## config.mk

```make
export PLATFORM = sky130hd
export DESIGN_NAME = sensor_packet_crc8_parser
export DESIGN_NICKNAME = d
export VERILOG_FILES = /design/src/hw/rtl/spcp_pkg.sv /design/src/hw/rtl/spcp_in_reg.sv /design/src/hw/rtl/spcp_assembler.sv /design/src/hw/rtl/spcp_out_reg.sv /design/src/hw/rtl/sensor_packet_crc8_parser.sv
export SDC_FILE = /design/constraint.sdc
export NUM_CORES = 1
export LEC_CHECK = 0
export BUFFER_PORTS_ARGS = -buffer_cell sky130_fd_sc_hd__buf_4
export CORE_ASPECT_RATIO = 0.5
export CORE_MARGIN = 1.5
export CORE_UTILIZATION = 50
export DETAILED_ROUTE_END_ITERATION = 6
export PLACE_DENSITY = 0.75
export RECOVER_POWER = 25
export SYNTH_ARGS = -nofsm -noshare
export SYNTH_HDL_FRONTEND = slang
export SYNTH_SLANG_ARGS = --single-unit
```

## constraint.sdc

```tcl
create_clock -name i_clk -period 6.2 [get_ports i_clk]
set_clock_uncertainty 0.1 [all_clocks]
set_input_delay 0.31 -clock i_clk [delete_from_list [all_inputs] [get_ports i_clk]]
set_output_delay 0.31 -clock i_clk [all_outputs]
set_load 0.005 [all_outputs]
```

## src/hw/rtl/spcp_pkg.sv

```systemverilog
// ----------------------------------------------------------------------------
// spcp_pkg
// Shared types, packet layout constants and the CRC-8 byte update for the
// sensor packet parser.
// ----------------------------------------------------------------------------
`default_nettype none

package spcp_pkg;

    localparam logic [3:0] PKT_LEN       = 4'd12;
    localparam logic [3:0] ID_LAST_IDX   = 4'd3;
    localparam logic [3:0] KIND_IDX      = 4'd4;
    localparam logic [3:0] TIME_LAST_IDX = 4'd6;
    localparam logic [3:0] CRC_IDX       = 4'd11;
    localparam logic [7:0] CRC_POLY      = 8'h31;

    typedef struct packed {
        logic [7:0] data_byte;
        logic       frame_start;
    } t_in_item;

    typedef struct packed {
        logic [31:0] device_id;
        logic [7:0]  measure_kind;
        logic [15:0] time_seconds;
        logic [31:0] meas_value;
        logic [7:0]  received_crc;
        logic        crc_error;
    } t_result;

    // CRC-8, MSB first, no reflection, one whole byte per call.
    function automatic logic [7:0] crc8_update(input logic [7:0] crc,
                                               input logic [7:0] b);
        logic [7:0] c;
        c = crc ^ b;
        for (int k = 0; k < 8; k++) begin
            c = c[7] ? ({c[6:0], 1'b0} ^ CRC_POLY) : {c[6:0], 1'b0};
        end
        return c;
    endfunction

endpackage

`default_nettype wire

```

## src/hw/rtl/spcp_in_reg.sv

```systemverilog
// ----------------------------------------------------------------------------
// spcp_in_reg
// Input register that holds one received byte until the parser consumes it.
// ----------------------------------------------------------------------------
`default_nettype none

module spcp_in_reg (
    input  wire                 i_clk,
    input  wire                 i_rst_n,
    input  wire                 i_valid,
    input  spcp_pkg::t_in_item  i_item,
    output logic                o_stall,
    output logic                o_valid,
    output spcp_pkg::t_in_item  o_item,
    input  wire                 i_advance
);
    import spcp_pkg::*;

    logic     r_valid;
    logic     n_valid;
    t_in_item r_item;
    logic     accept;

    assign o_stall = r_valid && !i_advance;
    assign accept  = i_valid && !o_stall;
    assign n_valid = accept || (r_valid && !i_advance);

    always_ff @(posedge i_clk) begin
        if (!i_rst_n) begin
            r_valid <= 1'b0;
        end else begin
            r_valid <= n_valid;
        end
    end

    always_ff @(posedge i_clk) begin
        if (accept) begin
            r_item <= i_item;
        end
    end

    assign o_valid = r_valid;
    assign o_item  = r_item;

    a_advance_needs_item: assert property (@(posedge i_clk) disable iff (!i_rst_n)
        i_advance |-> r_valid)
        else $error("input register advanced while empty");

endmodule

`default_nettype wire

```

## src/hw/rtl/spcp_assembler.sv

```systemverilog
// ----------------------------------------------------------------------------
// spcp_assembler
// Byte counter, running CRC and field shift registers. Flags the CRC byte
// and presents the finished packet fields for it.
// ----------------------------------------------------------------------------
`default_nettype none

module spcp_assembler (
    input  wire                 i_clk,
    input  wire                 i_rst_n,
    input  spcp_pkg::t_in_item  i_item,
    input  wire                 i_take,
    output logic                o_emit,
    output spcp_pkg::t_result   o_result
);
    import spcp_pkg::*;

    logic [3:0]  r_count;
    logic [7:0]  r_crc;
    logic [31:0] r_id;
    logic [7:0]  r_kind;
    logic [15:0] r_time;
    logic [31:0] r_value;

    logic [3:0]  n_count;
    logic [7:0]  n_crc;
    logic [31:0] n_id;
    logic [7:0]  n_kind;
    logic [15:0] n_time;
    logic [31:0] n_value;

    logic        restart;
    logic [3:0]  idx;
    logic [7:0]  crc_base;

    assign restart  = i_item.frame_start || (r_count >= PKT_LEN);
    assign idx      = restart ? 4'd0 : r_count;
    assign crc_base = restart ? 8'd0 : r_crc;
    assign o_emit   = (idx == CRC_IDX);

    always_comb begin
        n_count = r_count;
        n_crc   = r_crc;
        n_id    = r_id;
        n_kind  = r_kind;
        n_time  = r_time;
        n_value = r_value;
        if (o_emit) begin
            n_count = 4'd0;
            n_crc   = 8'd0;
        end else begin
            n_count = idx + 4'd1;
            n_crc   = crc8_update(crc_base, i_item.data_byte);
            priority if (idx <= ID_LAST_IDX) begin
                n_id = {r_id[23:0], i_item.data_byte};
            end else if (idx == KIND_IDX) begin
                n_kind = i_item.data_byte;
            end else if (idx <= TIME_LAST_IDX) begin
                n_time = {r_time[7:0], i_item.data_byte};
            end else begin
                n_value = {r_value[23:0], i_item.data_byte};
            end
        end
    end

    always_ff @(posedge i_clk) begin
        if (!i_rst_n) begin
            r_count <= 4'd0;
            r_crc   <= 8'd0;
        end else if (i_take) begin
            r_count <= n_count;
            r_crc   <= n_crc;
        end
    end

    always_ff @(posedge i_clk) begin
        if (i_take) begin
            r_id    <= n_id;
            r_kind  <= n_kind;
            r_time  <= n_time;
            r_value <= n_value;
        end
    end

    always_comb begin
        o_result.device_id    = r_id;
        o_result.measure_kind = r_kind;
        o_result.time_seconds = r_time;
        o_result.meas_value   = r_value;
        o_result.received_crc = i_item.data_byte;
        o_result.crc_error    = (crc_base != i_item.data_byte);
    end

    a_count_in_range: assert property (@(posedge i_clk) disable iff (!i_rst_n)
        r_count < PKT_LEN)
        else $error("byte count left the packet range");

    a_count_after_crc: assert property (@(posedge i_clk) disable iff (!i_rst_n)
        (i_take && o_emit) |=> (r_count == 4'd0 && r_crc == 8'd0))
        else $error("count or CRC not cleared after the CRC byte");

endmodule

`default_nettype wire

```

## src/hw/rtl/spcp_out_reg.sv

```systemverilog
// ----------------------------------------------------------------------------
// spcp_out_reg
// Result register that holds one finished packet until the consumer takes it.
// ----------------------------------------------------------------------------
`default_nettype none

module spcp_out_reg (
    input  wire                 i_clk,
    input  wire                 i_rst_n,
    input  wire                 i_load,
    input  spcp_pkg::t_result   i_result,
    output logic                o_ready,
    output logic                o_valid,
    output spcp_pkg::t_result   o_result,
    input  wire                 i_stall
);
    import spcp_pkg::*;

    logic    r_valid;
    logic    n_valid;
    t_result r_result;

    assign o_ready = !r_valid || !i_stall;
    assign n_valid = i_load || (r_valid && i_stall);

    always_ff @(posedge i_clk) begin
        if (!i_rst_n) begin
            r_valid <= 1'b0;
        end else begin
            r_valid <= n_valid;
        end
    end

    always_ff @(posedge i_clk) begin
        if (i_load) begin
            r_result <= i_result;
        end
    end

    assign o_valid  = r_valid;
    assign o_result = r_result;

    a_no_overwrite: assert property (@(posedge i_clk) disable iff (!i_rst_n)
        (r_valid && i_stall) |-> !i_load)
        else $error("waiting result overwritten");

endmodule

`default_nettype wire

```

## src/hw/rtl/sensor_packet_crc8_parser.sv

```systemverilog
// ----------------------------------------------------------------------------
// sensor_packet_crc8_parser
// Parses 12-byte sensor packets (id, kind, time, value, CRC-8 poly 0x31) and
// reports the fields with a CRC mismatch flag after the last byte.
//
//   Channel  Direction  Handshake                 Payload
//   in       input      i_in_valid / o_in_stall   i_data_byte, i_frame_start
//   out      output     o_out_valid / i_out_stall o_device_id .. o_crc_error
//
// One byte is accepted per cycle while o_in_stall is low; the CRC byte update is combinational.
// A result is loaded into the output register when its held CRC byte advances from the input register.
// Reset clears the byte count, the CRC and both valid flags.
// A stalled result holds; non-final bytes keep flowing while it waits.
// ----------------------------------------------------------------------------
`default_nettype none

module sensor_packet_crc8_parser (
    input  wire         i_clk,
    input  wire         i_rst_n,
    input  wire         i_in_valid,
    output logic        o_in_stall,
    input  wire  [7:0]  i_data_byte,
    input  wire         i_frame_start,
    output logic        o_out_valid,
    input  wire         i_out_stall,
    output logic [31:0] o_device_id,
    output logic [7:0]  o_measure_kind,
    output logic [15:0] o_time_seconds,
    output logic [31:0] o_meas_value,
    output logic [7:0]  o_received_crc,
    output logic        o_crc_error
);
    import spcp_pkg::*;

    t_in_item in_item;
    t_in_item held_item;
    t_result  asm_result;
    t_result  out_result;
    logic     held_valid;
    logic     emit;
    logic     out_ready;
    logic     advance;

    assign in_item.data_byte   = i_data_byte;
    assign in_item.frame_start = i_frame_start;

    assign advance = held_valid && (!emit || out_ready);

    spcp_in_reg u_in_reg (
        .i_clk     (i_clk),
        .i_rst_n   (i_rst_n),
        .i_valid   (i_in_valid),
        .i_item    (in_item),
        .o_stall   (o_in_stall),
        .o_valid   (held_valid),
        .o_item    (held_item),
        .i_advance (advance)
    );

    spcp_assembler u_assembler (
        .i_clk    (i_clk),
        .i_rst_n  (i_rst_n),
        .i_item   (held_item),
        .i_take   (advance),
        .o_emit   (emit),
        .o_result (asm_result)
    );

    spcp_out_reg u_out_reg (
        .i_clk    (i_clk),
        .i_rst_n  (i_rst_n),
        .i_load   (advance && emit),
        .i_result (asm_result),
        .o_ready  (out_ready),
        .o_valid  (o_out_valid),
        .o_result (out_result),
        .i_stall  (i_out_stall)
    );

    assign o_device_id    = out_result.device_id;
    assign o_measure_kind = out_result.measure_kind;
    assign o_time_seconds = out_result.time_seconds;
    assign o_meas_value   = out_result.meas_value;
    assign o_received_crc = out_result.received_crc;
    assign o_crc_error    = out_result.crc_error;

    a_result_follows_crc_byte: assert property (@(posedge i_clk) disable iff (!i_rst_n)
        (advance && emit) |=> o_out_valid)
        else $error("CRC byte consumed without a result");

endmodule

`default_nettype wire
```

# Word-level counts from Yosys, hierarchy flattened
# Cells that the tools add are included.
totals:
  ff_bits: 208
  input_bits: 13
  out_inout_bits: 99
  elab_cells: 67
classes:
  n_addsub: 1
  n_lt_le_gt_ge: 3
  eq_ne: 3
  muxes: 12
  bitwise_logic: 13
  n_reduce_logical: 19
op_table:
  columns: ["op", "n"]
  rows:
  - ["$mux 6", 8]
  - ["$not 3->3", 8]
  - ["$mux 8", 2]
  - ["$reduce_and 5->1", 2]
  - ["$mux 4", 2]
  - ["$ne 8x8->1", 1]
  - ["$xor 8x8->8", 1]
  - ["$logic_and 1x1->1", 5]
  - ["$logic_not 1->1", 5]
  - ["$logic_or 1x1->1", 5]
  - ["$add 4x1->4 const B", 1]
  - ["$eq 4x3->1 const B", 1]
  - ["$eq 4x4->1 const B", 1]
  - ["$ge 4x4->1 const B", 1]
  - ["$le 4x2->1 const B", 1]
  - ["$le 4x3->1 const B", 1]
  - ["$not 1->1", 4]
  - ["$reduce_and 4->1", 1]
  - ["$reduce_and 3->1", 1]

# Longest topological paths before layout
# Gate-level depths: netlist (run 1).
logic_depth:
  word_depth: 21
  depth_mapped: 10
  ltp_nobuf: 8

# Modules after synthesis
# A second synthesis (run 1) with hierarchy kept.
unflattened:
  hier_cells: 335
  hier_area_um2: 7030.5
by_module_without_submodules:
  columns: ["mod", "instances", "cells_per_inst", "area_per_inst_um2", "seq_area_each_um2"]
  rows:
  - ["spcp_assembler", 1, 218, 3746.1, 2882.8]
  - ["spcp_out_reg", 1, 101, 2947.8, 2932.8]
  - ["spcp_in_reg", 1, 13, 317.8, 290.3]
  - ["sensor_packet_crc8_parser", 1, 3, 18.8, 0.0]

# Least setup slack after synthesis (run 1)
# No wires, ideal clock.
synth_timing:
  path_type: "reg2reg"
  startpoint: "register u_assembler.r_count[3]"
  endpoint: "register u_out_reg.r_result, in the netlist u_out_reg.o_result[0] (enable)"
  setup_ns: 0.554
  t_arrival_ns: 5.537
  t_required_ns: 5.546
  slack_ns: 0.009
  path_stages_with_launch: 7
  path_buffers: 1
  period_less_slack_ns: 6.191
  cell_sequence: "dfxtp_1 > clkdlybuf4s15_2 > a21oi_2 > and2_1 > ha_1 > nand4bb_1 > nor2_1"
synth_between:
  elab_chain_len: 8
synth_rtl:
  columns: ["item", "line", "source"]
  rows:
  - ["start, declared", "spcp_assembler.sv:18", "logic [3:0] r_count;"]
  - ["start signal, assigned", "spcp_assembler.sv:71", "r_count <= n_count;"]
  - ["$ge 4x4->1", "spcp_assembler.sv:36", "assign restart = i_item.frame_start || (r_count >= PKT_LEN);"]
  - ["$logic_or 1x1->1", "spcp_assembler.sv:36", null]
  - ["$mux 4 *", "spcp_assembler.sv:37", "assign idx = restart ? 4'd0 : r_count;"]
  - ["$eq 4x4->1 *", "spcp_assembler.sv:39", "assign o_emit = (idx == CRC_IDX);"]
  - ["$logic_not 1->1", "sensor_packet_crc8_parser.sv:47", "assign advance = held_valid && (!emit || out_ready);"]
  - ["$logic_or 1x1->1", "sensor_packet_crc8_parser.sv:47", null]
  - ["$logic_and 1x1->1", "sensor_packet_crc8_parser.sv:47", null]
  - ["$logic_and 1x1->1 *", "sensor_packet_crc8_parser.sv:72", ".i_load (advance && emit),"]
  - ["named net u_out_reg.i_load", "spcp_out_reg.sv:10", "input wire i_load,"]
  - ["end signal, assigned", "spcp_out_reg.sv:36", "r_result <= i_result;"]
  - ["end, declared", "spcp_out_reg.sv:21", "t_result r_result;"]
# Mark *: on every way through the listed nets, which the timed path passes. The rest lies on a longest branch.
# A chain may end at the register's enable or synchronous reset.

# Final worst setup path (run 1)
layout_timing:
  startpoint: "register u_in_reg.r_item, in the netlist u_in_reg.o_item[0]"
  endpoint: "register u_out_reg.r_result, in the netlist u_out_reg.o_result[52] (enable)"
layout_between:
  elab_chain_len: 7
layout_rtl:
  columns: ["item", "line", "source"]
  rows:
  - ["start, declared", "spcp_in_reg.sv:21", "t_in_item r_item;"]
  - ["start signal, assigned", "spcp_in_reg.sv:38", "r_item <= i_item;"]
  - ["$logic_or 1x1->1 *", "spcp_assembler.sv:36", null]
  - ["$mux 4 *", "spcp_assembler.sv:37", null]
  - ["$eq 4x4->1 *", "spcp_assembler.sv:39", null]
  - ["$logic_not 1->1", "sensor_packet_crc8_parser.sv:47", null]
  - ["$logic_or 1x1->1", "sensor_packet_crc8_parser.sv:47", null]
  - ["$logic_and 1x1->1", "sensor_packet_crc8_parser.sv:47", null]
  - ["$logic_and 1x1->1 *", "sensor_packet_crc8_parser.sv:72", null]
  - ["named net u_out_reg.i_load", "spcp_out_reg.sv:10", null]
# Marks and branches as above.

==> reports/results.ini, run 1 <==
[synthesis]
post-synth-top-count-cell = edfxtp_1
ys_seq_area_share_pct = 85.26
yosys-top-cells-area = edfxtp_1 81%, dfxtp_1 3.9%, xnor2_1 2.4%
yosysUniqueCellTypes = 46
netlist_area_sq_um = 7162
synthArstFlopShare_pct = 0
synth_top_flop_cell = edfxtp_1
avgSynthCellArea_sq_um = 20.12
synth.top_cells.by_count = 194 x edfxtp_1, 20 x nor2_1, 20 x xnor2_1
synth_top_area_cell = edfxtp_1
yosysWarnings = 0
synth-seq-cells = 208
yosysTopAreaCellShare_pct = 81.34
synthesis.nets = 372
syn_inst = 356
synth-edff-count = 194

[grt]
grt_max_degree = 61
grt_pass1_vias = 3255
grt_util_all_layers_pct = 15.71
grt_first_pass_wirelength_um = 17620
antenna_found_initial = 0
grt-ovfl-total = 0

[placement]
placed_cell_area_sq_um = 8162
place.gp.congestion = 0.8179
numPortBuffers = 111
hpwl_um = 7282

[cts]
cts_resized = 0
cts_buffers = 18
ctsRootBufferMaster = clkbuf_16
clk_path_buf_depth = 3
cts_sinks = 208
h-tree-depth = 1
cts_tree = yes
clk_latency_ns = 0.48
cts.clk_slew.worst_paths_ns = 0.06

[setup_path]
critical_path_class = flip-flop to flip-flop
slowest_stage = nor2_4
rr_startpoint = u_in_reg.o_item[0]
worstPathArrival_ns = 3.97
start_kind = flip-flop
crit_chain = a21oi_2 -> and2_1 -> ha_1 -> nand4bb_1 -> nor2_4 -> buf_4
required_ns = 6.19
crit_path_max_incr_delay_ns = 0.96
worstSetupStartpoint = u_in_reg.o_item[0]
reg2reg_slack_ns = 2.23
end_kind = flip-flop
path_max_fanout = 60

[worst_hold_path]
hold_path.class = primary input to flip-flop
worstHoldStart = i_rst_n

[floorplanning]
start_util_pct = 51.99
dieArea_sq_um = 15090
rows = 30
die_w_um = 172.3
io_pins = 112
die_h_um = 87.63
fp.coreArea_sq_um = 13780

[pwr]
sequentialPowerShare_pct = 56.5
clkPwrFrac_pct = 37.9
p_total_mw = 2.815
vdd_drop_max_mv = 0.1854
p_int_mw = 2.254
switching_share_pct = 19.93
p_leak_nw = 3.058
switching_power_mw = 0.5608
power_frac_comb_pct = 5.6
power.density_nw_per_um2 = 318.9

[detailed_routing]
vias = 3334
routedWlPerCell_um = 17.07
drt_iter0_markers = 271
post-route-drc-count = 0
ant_nets = 0
via_per_inst = 4.832
dr.pass1.iters = 4
drt-total-wl_um = 11780

[sta]
final_max_slew_viol_count = 0
worst_pin_slew_ns = 1.131
period_share_pct = 64.09
hold_viol = 0
setup_viol = 0
max_freq_mhz = 251.7
tns_ns = 0
fin_crit_ns = 3.973
max-slew-margin-rel_pct = 24.43
rsz0062_at_grt = false

[final_layout]
final_nets = 502
fin_area_sq_um = 8827
num_antenna_cells = 0
areaGrowthSynthToFinish_pct = 23.25
drive_above_1_share_pct = 29.52

[job]
max_cap_viol_count = 0

[status]
status = finished clean

-- cell type report --
cell class | instances | area [sq um]
Clock inverter | 7 | 57.56
Fill cell | 921 | 4949
Inverter | 3 | 11.26
Multi-Input combinational cell | 132 | 955.9
Timing Repair Buffer | 123 | 948.4
Clock buffer | 25 | 508.0
Tap cell | 192 | 240.2
Sequential cell | 208 | 6106
-- layout by cell type (no fill, tap or decap), types with 3 or more instances in the layout --
| cell type | synthesis | final |
|---|---|---|
| o21ai_0 | 5 | 5 |
| nand2_1 | 19 | 19 |
| clkinv_1 | 0 | 4 |
| clkbuf_1 | 2 | 5 |
| and2_1 | 6 | 6 |
| inv_1 | 3 | 3 |
| dfxtp_1 | 14 | 14 |
| ha_1 | 3 | 3 |
| a21oi_1 | 4 | 4 |
| xnor2_1 | 20 | 20 |
| o32ai_1 | 4 | 4 |
| o21ai_1 | 3 | 3 |
| edfxtp_1 | 194 | 194 |
| nor2b_1 | 6 | 5 |
| buf_4 | 2 | 113 |
| clkbuf_16 | 0 | 19 |
| a31oi_1 | 5 | 5 |
| nor2_1 | 20 | 18 |
| nor4bb_1 | 3 | 3 |
| xor2_1 | 9 | 9 |
| dlygate4sd3_1 | 0 | 10 |
-- layer usage --
metal / vias to the layer above / routed length (um) / GRT usage (%)
met5: - / 0 / 0
met4: 0 / 170 / 4.743
met3: 14 / 488 / 3.434
met2: 79 / 6035 / 27.68
met1: 1634 / 5081 / 19.90
li1: 1607 / - / -
-- through the flow --
| stage | hold slack [ns] | instances | setup slack (ns) | utilization [%] |
|---|---|---|---|---|
| floorplan | 0.3003 | 356 | 0.009055 | - |
| global placement | 0.3002 | 648 | 2.419 | 59.25 |
| detailed placement | 0.3045 | 648 | 2.266 | 59.25 |
| CTS | 0.03076 | 690 | 2.242 | 64.08 |
| global route | 0.03499 | 690 | 2.009 | 64.08 |
| finish | 0.04408 | 690 | 2.227 | 64.08 |
-- repair_timing --
action,4_1_cts,5_1_grt
hold endpoints to repair,10,0
buffers inserted,0,0
hold buffers,10,0
-- power by group through the flow --
stage	clock network, mW	logic, mW	registers (mW)
2_1_floorplan	0	0.152	1.59
3_3_place_gp	0	0.146	1.62
3_5_place_dp	0	0.150	1.62
4_1_cts	1.09	0.157	1.59
5_1_grt	1.14	0.175	1.60
6_report	1.07	0.157	1.59
-- critical path: cells and delay by family, from the launching register on --
kind	cells	cell delay, ns
simple gates	3	1.51
buf+inv	1	0.77
flops	1	0.52
compound gates	1	0.35
fa+ha+maj	1	0.30
-- kinds of logic (layout without fill, tap and decap cells) --
logic type / Yosys count / after routing / share of synthesized area [%]
flops: 208 / 208 / 85.26
simple gates: 65 / 65 / 4.647
xor+xnor: 33 / 33 / 4.874
compound gates: 30 / 30 / 2.848
buf+inv: 16 / 158 / 1.712
fa+ha+maj: 3 / 3 / 0.5242
mux: 1 / 1 / 0.1398
-- path summary, 6_finish.rpt --
check,to,cells after the start
min,u_assembler.r_count[3],2
max reg2reg,u_out_reg.o_result[52],6
max,u_out_reg.o_result[52],6
min reg2reg,u_out_reg.o_result[90],0
-- registers in the layout (all words and copies together), names as in the netlist --
| register | cells |
|---|---|
| u_assembler.r_count | 4 |
| u_out_reg.o_result | 97 |
| u_assembler.r_kind | 8 |
| u_assembler.r_crc | 8 |
| u_in_reg.o_item | 9 |
| u_assembler.r_time | 16 |
| u_assembler.r_value | 32 |
| u_assembler.r_id | 32 |
| u_out_reg.o_valid | 1 |
| u_in_reg.o_valid | 1 |
No activity file was read; power rests on OpenSTA's default activity.
==> run 2: changes to the inputs <==
--- a/config.mk
+++ b/config.mk
@@ -5,6 +5,7 @@
 export SDC_FILE = /design/constraint.sdc
 export NUM_CORES = 1
 export LEC_CHECK = 0
+export ABC_AREA = 1
 export BUFFER_PORTS_ARGS = -buffer_cell sky130_fd_sc_hd__buf_4
 export CORE_ASPECT_RATIO = 0.5
 export CORE_MARGIN = 1.5
==> constraint.sdc (replaced) <==
create_clock -name i_clk -period 3.3 [get_ports i_clk]
set_clock_uncertainty 0.1 [all_clocks]
set_input_delay 0.165 -clock i_clk [delete_from_list [all_inputs] [get_ports i_clk]]
set_output_delay 0.165 -clock i_clk [all_outputs]
set_load 0.005 [all_outputs]
==> reports/results.ini, run 2 <==
[sta]
final_max_slew_viol_count = 0  ; unchanged
worst_pin_slew_ns = 0.6462  ; -0.4847 ns
setup_viol = 0  ; unchanged
max-slew-margin-rel_pct = 56.76  ; +32 points
rsz0062_at_grt = false
hold_viol = 0  ; unchanged
period_share_pct = 92.47  ; +28 points
tns_ns = 0  ; unchanged
max_freq_mhz = 327.7  ; +30%
fin_crit_ns = 3.052  ; -0.9218 ns

[status]
status = finished clean

[setup_path]
reg2reg_slack_ns = 0.25  ; -1.98 ns
slowest_stage = dlygate4sd3_1
start_kind = flip-flop
r2r_cells = 15  ; +9
required_ns = 3.62  ; -2.57 ns
end_kind = flip-flop
path_max_fanout = 34  ; -43%
worstPathArrival_ns = 3.37  ; -0.60 ns
crit_chain = nand2_2 -> nand2_2 -> inv_2 -> nand2_1 -> inv_1 -> ha_1 -> inv_1 -> nor2_4 -> nand2_1 -> nand2_2 -> nor2_4 -> buf_8 -> o21ai_0 -> dlygate4sd3_1 -> inv_1
crit_path_max_incr_delay_ns = 0.56  ; -0.40 ns
critical_path_class = flip-flop to flip-flop

[synthesis]
synthesis.nets = 401  ; +7.8%
syn_inst = 385  ; +8.1%
yosysWarnings = 0  ; unchanged
avgSynthCellArea_sq_um = 18.22  ; -9.5%
yosysTopAreaCellShare_pct = 83.07  ; +1.7 points
netlist_area_sq_um = 7013  ; -2.1%
synth-edff-count = 194  ; unchanged
synth_top_flop_cell = edfxtp_1
synthArstFlopShare_pct = 0  ; unchanged
yosysUniqueCellTypes = 30  ; -35%
post-synth-top-count-cell = edfxtp_1
yosys-top-cells-area = edfxtp_1 83%, dfxtp_1 4.0%, nand2_1 2.9%
synth_top_area_cell = edfxtp_1
synth-seq-cells = 208  ; unchanged
synth.top_cells.by_count = 194 x edfxtp_1, 54 x nand2_1, 25 x inv_1
ys_seq_area_share_pct = 87.07  ; +1.8 points

[grt]
grt_max_degree = 65  ; +6.6%
grt-ovfl-total = 0  ; unchanged
grt_first_pass_wirelength_um = 18760  ; +6.5%
grt_pass1_vias = 3537  ; +8.7%
antenna_found_initial = 0  ; unchanged
grt_util_all_layers_pct = 16.95  ; +1.2 points

[floorplanning]
die_w_um = 170.5  ; -1.0%
dieArea_sq_um = 14790  ; -2.0%
fp.coreArea_sq_um = 13630  ; -1.1%
io_pins = 112  ; unchanged
start_util_pct = 51.47  ; -0.52 points
rows = 30  ; unchanged
die_h_um = 86.75  ; -1.0%

[pwr]
vdd_drop_max_mv = 0.2907  ; +57%
power.density_nw_per_um2 = 577.7  ; +81%
p_leak_nw = 3.235  ; +5.8%

[final_layout]
fin_util_pct = 64.87  ; +0.79 points
mostFrequentLayoutCells = 194 x edfxtp_1, 105 x buf_4, 54 x nand2_1
areaGrowthSynthToFinish_pct = 26.03
final_nets = 548  ; +9.2%
largest_reg_flops = 97  ; unchanged
layout_commonest_cell = edfxtp_1
num_antenna_cells = 0  ; unchanged
drive_above_1_share_pct = 31.49  ; +2.0 points

[detailed_routing]
post-route-drc-count = 0  ; unchanged
drt-total-wl_um = 12340  ; +4.8%
vias = 3552  ; +6.5%
ant_nets = 0  ; unchanged
dr.pass1.iters = 4  ; unchanged
routedWlPerCell_um = 16.79  ; -1.6%
via_per_inst = 4.833  ; about the same
drt_iter0_markers = 295  ; +8.9%

[cts]
cts_sinks = 208  ; unchanged
cts_tree = yes
postCtsSetupRepairBufs = 0  ; unchanged
clk_latency_ns = 0.47  ; about the same
h-tree-depth = 1  ; unchanged
cts.clk_slew.worst_paths_ns = 0.07  ; about the same
cts_buffers = 18  ; unchanged
clk_path_buf_depth = 3  ; unchanged
ctsRootBufferMaster = clkbuf_16

[placement]
hpwl_um = 7877  ; +8.2%
place.gp.congestion = 0.8518  ; +4.1%
numPortBuffers = 111  ; unchanged

[job]
max_cap_viol_count = 0  ; unchanged

[worst_hold_path]
hold_path.class = primary input to flip-flop
holdPathStages = 6  ; +4

-- run 2: layout make-up --
type,instances,area [sq um]
flip-flops and latches,208,6106
fillers,899,4787
repair buffers,130,1041
multi-input cells,141,780.7
clock buffers,25,518.0
well taps,192,240.2
inverters,33,123.9
clock inverters,6,28.78
-- run 2: routing by layer --
layer | track usage, % | part of all wire [%] | vias to the layer above
li1 | - | - | 1697
met1 | 22.14 | 43 | 1738
met2 | 29.51 | 51 | 93
met3 | 3.379 | 4.3 | 24
met4 | 4.666 | 1.9 | 0
met5 | 0 | 0 | -
-- run 2: cell families (layout without fill, tap and decap cells) --
group / count (synthesis) / count (layout) / synth area share [%]
AND/OR/NAND/NOR: 113 / 113 / 7.939
AO/OA/AOI/OAI: 23 / 23 / 1.802
adder cells (fa/ha/maj): 3 / 3 / 0.5353
flip-flops: 208 / 208 / 87.07
XOR/XNOR: 2 / 2 / 0.5175
buffers and inverters: 36 / 194 / 2.141
-- run 2: path summary, 6_finish.rpt --
| check | startpoint | to |
|---|---|---|
| worst max-delay path | u_assembler.r_count[3] | u_out_reg.o_valid |
| worst min-delay path | i_out_stall | u_assembler.r_count[1] |
| worst max register to register | u_assembler.r_count[3] | u_out_reg.o_valid |
| worst min register to register | u_assembler.r_value[24] | u_out_reg.o_result[33] |
-- run 2: stage by stage --
stage | hold slack, ns | power [mW] | cells | area (sq um) | worst slack [ns]
floorplan | 0.1639 | 3.135 | 385 | 7025 | 0.04556
global placement | 0.2452 | 3.189 | 691 | 8154 | 0.6021
detailed placement | 0.2454 | 3.202 | 691 | 8154 | 0.4718
CTS | 0.2613 | 5.116 | 735 | 8831 | 0.1439
global route | 0.3251 | 5.258 | 735 | 8838 | 0.03065
finish | 0.2787 | 5.106 | 735 | 8838 | 0.2485
-- run 2: worst max-delay path, delay by kind of cell (launching register included) --
kind / cells / cell delay, ns
buffers and inverters: 6 / 1.16
AND/OR/NAND/NOR: 7 / 1.05
flip-flops: 1 / 0.39
adder cells (fa/ha/maj): 1 / 0.18
AO/OA/AOI/OAI: 1 / 0.11
-- run 2: power breakdown --
part / switching, mW / internal (mW)
sequential: 0.0423 / 2.92
combinational: 0.126 / 0.0714
clock: 0.853 / 1.10
total: 1.02 / 4.08
-- run 2: timing repair --
item,CTS,global route
gates resized for setup,0,2
endpoints found under the hold margin,15,0
endpoints found under the setup margin,0,1
hold buffers,13,0
==> run 3: changes to the inputs <==
--- a/config.mk
+++ b/config.mk
@@ -9,9 +9,9 @@
 export BUFFER_PORTS_ARGS = -buffer_cell sky130_fd_sc_hd__buf_4
 export CORE_ASPECT_RATIO = 0.5
 export CORE_MARGIN = 1.5
-export CORE_UTILIZATION = 50
+export CORE_UTILIZATION = 55
 export DETAILED_ROUTE_END_ITERATION = 6
-export PLACE_DENSITY = 0.75
+export PLACE_DENSITY = 0.8
 export RECOVER_POWER = 25
 export SYNTH_ARGS = -nofsm -noshare
 export SYNTH_HDL_FRONTEND = slang
==> constraint.sdc (replaced) <==
create_clock -name i_clk -period 3.1 [get_ports i_clk]
set_clock_uncertainty 0.1 [all_clocks]
set_input_delay 0.155 -clock i_clk [delete_from_list [all_inputs] [get_ports i_clk]]
set_output_delay 0.155 -clock i_clk [all_outputs]
set_load 0.005 [all_outputs]
==> reports/results.ini, run 3 (synthesis gave the netlist of run 2 again) <==
[final_layout]
layout_commonest_cell = edfxtp_1
num_antenna_cells = 0  ; unchanged
fillers = 751  ; -16%
largest_reg_flops = 97  ; unchanged
mostFrequentLayoutCells = 194 x edfxtp_1, 104 x buf_4, 52 x nand2_1
final_nets = 547  ; -0.18%
drive_above_1_share_pct = 32.78  ; +1.3 points
areaGrowthSynthToFinish_pct = 25.57

[grt]
grt-ovfl-total = 0  ; unchanged
grt_util_all_layers_pct = 18.99  ; +2.0 points
grt_max_degree = 67  ; +3.1%
grt_pass1_vias = 3506  ; -0.88%
antenna_found_initial = 0  ; unchanged
grt_first_pass_wirelength_um = 19310  ; +2.9%

[placement]
pre_cts_ws_ns = 0.5253  ; +0.05342 ns
hpwl_um = 7776  ; -1.3%
place.gp.congestion = 0.8752  ; +2.7%
numPortBuffers = 111  ; unchanged

[floorplanning]
die_h_um = 82.85  ; -4.5%
rows = 28  ; -6.7%
dieArea_sq_um = 13480  ; -8.9%
die_w_um = 162.7  ; -4.6%
io_pins = 112  ; unchanged
fp.coreArea_sq_um = 12120  ; -11%
start_util_pct = 57.86  ; +6.4 points

[cts]
h-tree-depth = 1  ; unchanged
cts_sinks = 208  ; unchanged
cts_buffers = 18  ; unchanged
cts_tree = yes
clk_path_buf_depth = 3  ; unchanged
cts.clk_slew.worst_paths_ns = 0.07  ; about the same
clk_latency_ns = 0.47  ; about the same
ctsRootBufferMaster = clkbuf_16

[job]
max_cap_viol_count = 0  ; unchanged

[sta]
max-slew-margin-rel_pct = 56.31  ; -0.45 points
max_freq_mhz = 352.2  ; +7.5%
final_max_slew_viol_count = 0  ; unchanged
period_share_pct = 91.58  ; -0.89 points
fin_crit_ns = 2.839  ; -0.2126 ns
worst_pin_slew_ns = 0.6529  ; +0.006772 ns
tns_ns = 0  ; unchanged
setup_viol = 0  ; unchanged
hold_viol = 0  ; unchanged
rsz0062_at_grt = false
worst_slack_ns = 0.2611  ; +0.01263 ns

[pwr]
p_leak_nw = 3.220  ; -0.46%
power_frac_comb_pct = 3.9  ; about the same
clkPwrFrac_pct = 37.8  ; -0.4 points
p_int_mw = 4.323  ; +5.9%
power.density_nw_per_um2 = 614.3  ; +6.3%
switching_power_mw = 1.087  ; +6.4%
sequentialPowerShare_pct = 58.3  ; +0.4 points
switching_share_pct = 20.09  ; +0.081 points
vdd_drop_max_mv = 0.3911  ; +35%

[detailed_routing]
dr.pass1.iters = 4  ; unchanged
ant_nets = 0  ; unchanged
vias = 3571  ; +0.53%
via_per_inst = 5.065  ; +4.8%
routedWlPerCell_um = 17.85  ; +6.3%
post-route-drc-count = 0  ; unchanged
drt-total-wl_um = 12580  ; +2.0%
drt_iter0_markers = 315  ; +6.8%

[status]
status = finished clean

[setup_path]
required_ns = 3.42  ; -0.20 ns
start_kind = flip-flop
worstPathArrival_ns = 3.16  ; -0.21 ns
path_max_fanout = 32  ; -5.9%
end_kind = flip-flop
critical_path_class = flip-flop to flip-flop

[worst_hold_path]
hold_path.class = primary input to flip-flop

==> run 3: changes by cell type in the layout (fill, tap and decap cells not counted), moves of 2 or more <==
cell,before,now
nand2_1,54,52
dfxtp_2,0,2
dfxtp_1,14,12
inv_1,25,23
clkinv_1,5,3
==> run 3: metal layers <==
layer / wire length (um) / global-route usage (%) / up-vias / share of wire, %
met1: 5215 / 25.54 / 1751 / 41
met5: 0 / 0 / - / 0
li1: - / - / 1690 / -
met2: 6426 / 32.07 / 116 / 51
met3: 781 / 3.896 / 14 / 6.2
met4: 160 / 4.837 / 0 / 1.3
==> run 3: power by group through the flow <==
| stage | combinational (mW) | sequential (mW) | clock (mW) |
|---|---|---|---|
| global placement | 0.188 | 3.21 | 0 |
| CTS | 0.210 | 3.15 | 2.07 |
| detailed placement | 0.197 | 3.21 | 0 |
| finish | 0.211 | 3.15 | 2.05 |
| global route | 0.237 | 3.16 | 2.18 |
| floorplan | 0.150 | 3.19 | 0 |
==> run 3: worst max-delay path, cell delays in order, from the launching register on <==
cell           delay [ns]
dfxtp_2              0.36
nand2_2              0.18
nand2_2              0.17
inv_2                0.08
nand2_2              0.11
inv_2                0.06
ha_4                 0.16
inv_4                0.06
nor2_4               0.04
nand2_2              0.10
nand2_4              0.13
nor2_4               0.18
buf_6                0.31
o21ai_0              0.11
dlygate4sd3_1        0.57
inv_1                0.05
==> run 3: final cells by class <==
type | instances | area [sq um] | share of cell area (%)
clock buffers | 25 | 508.0 | 5.769
clock inverters | 4 | 21.27 | 0.2415
repair buffers | 129 | 1030 | 11.69
inverters | 33 | 126.4 | 1.435
flip-flops and latches | 208 | 6108 | 69.37
well taps | 165 | 206.4 | 2.344
multi-input cells | 141 | 805.8 | 9.150
==> run 3: repair_timing <==
| action | 4_1_cts | 5_1_grt |
|---|---|---|
| hold buffers | 13 | 0 |
| gates resized for setup | 0 | 1 |
| setup endpoints to repair | 0 | 1 |
| hold endpoints to repair | 22 | 0 |
| buffers inserted | 0 | 0 |
==> run 3: worst paths after layout <==
check / startpoint / to / slack [ns] / depth (start not counted)
min reg2reg: u_assembler.r_id[25] / u_out_reg.o_result[90] / 0.32 / 0
min: i_out_stall / u_assembler.r_count[1] / 0.18 / 6
max reg2reg: u_assembler.r_count[3] / u_out_reg.o_valid / 0.26 / 15
max: u_assembler.r_count[3] / u_out_reg.o_valid / 0.26 / 15
==> run 3: metrics by stage <==
stage	std cells	hold WS, ns	util [%]	total power, mW	instance area, sq um
floorplan	385	0.1539	-	3.340	7062
global placement	663	0.2348	67.18	3.396	8143
detailed placement	663	0.2372	67.18	3.409	8143
CTS	705	0.1738	72.62	5.430	8802
global route	705	0.2117	72.65	5.576	8806
finish	705	0.1829	72.65	5.410	8806
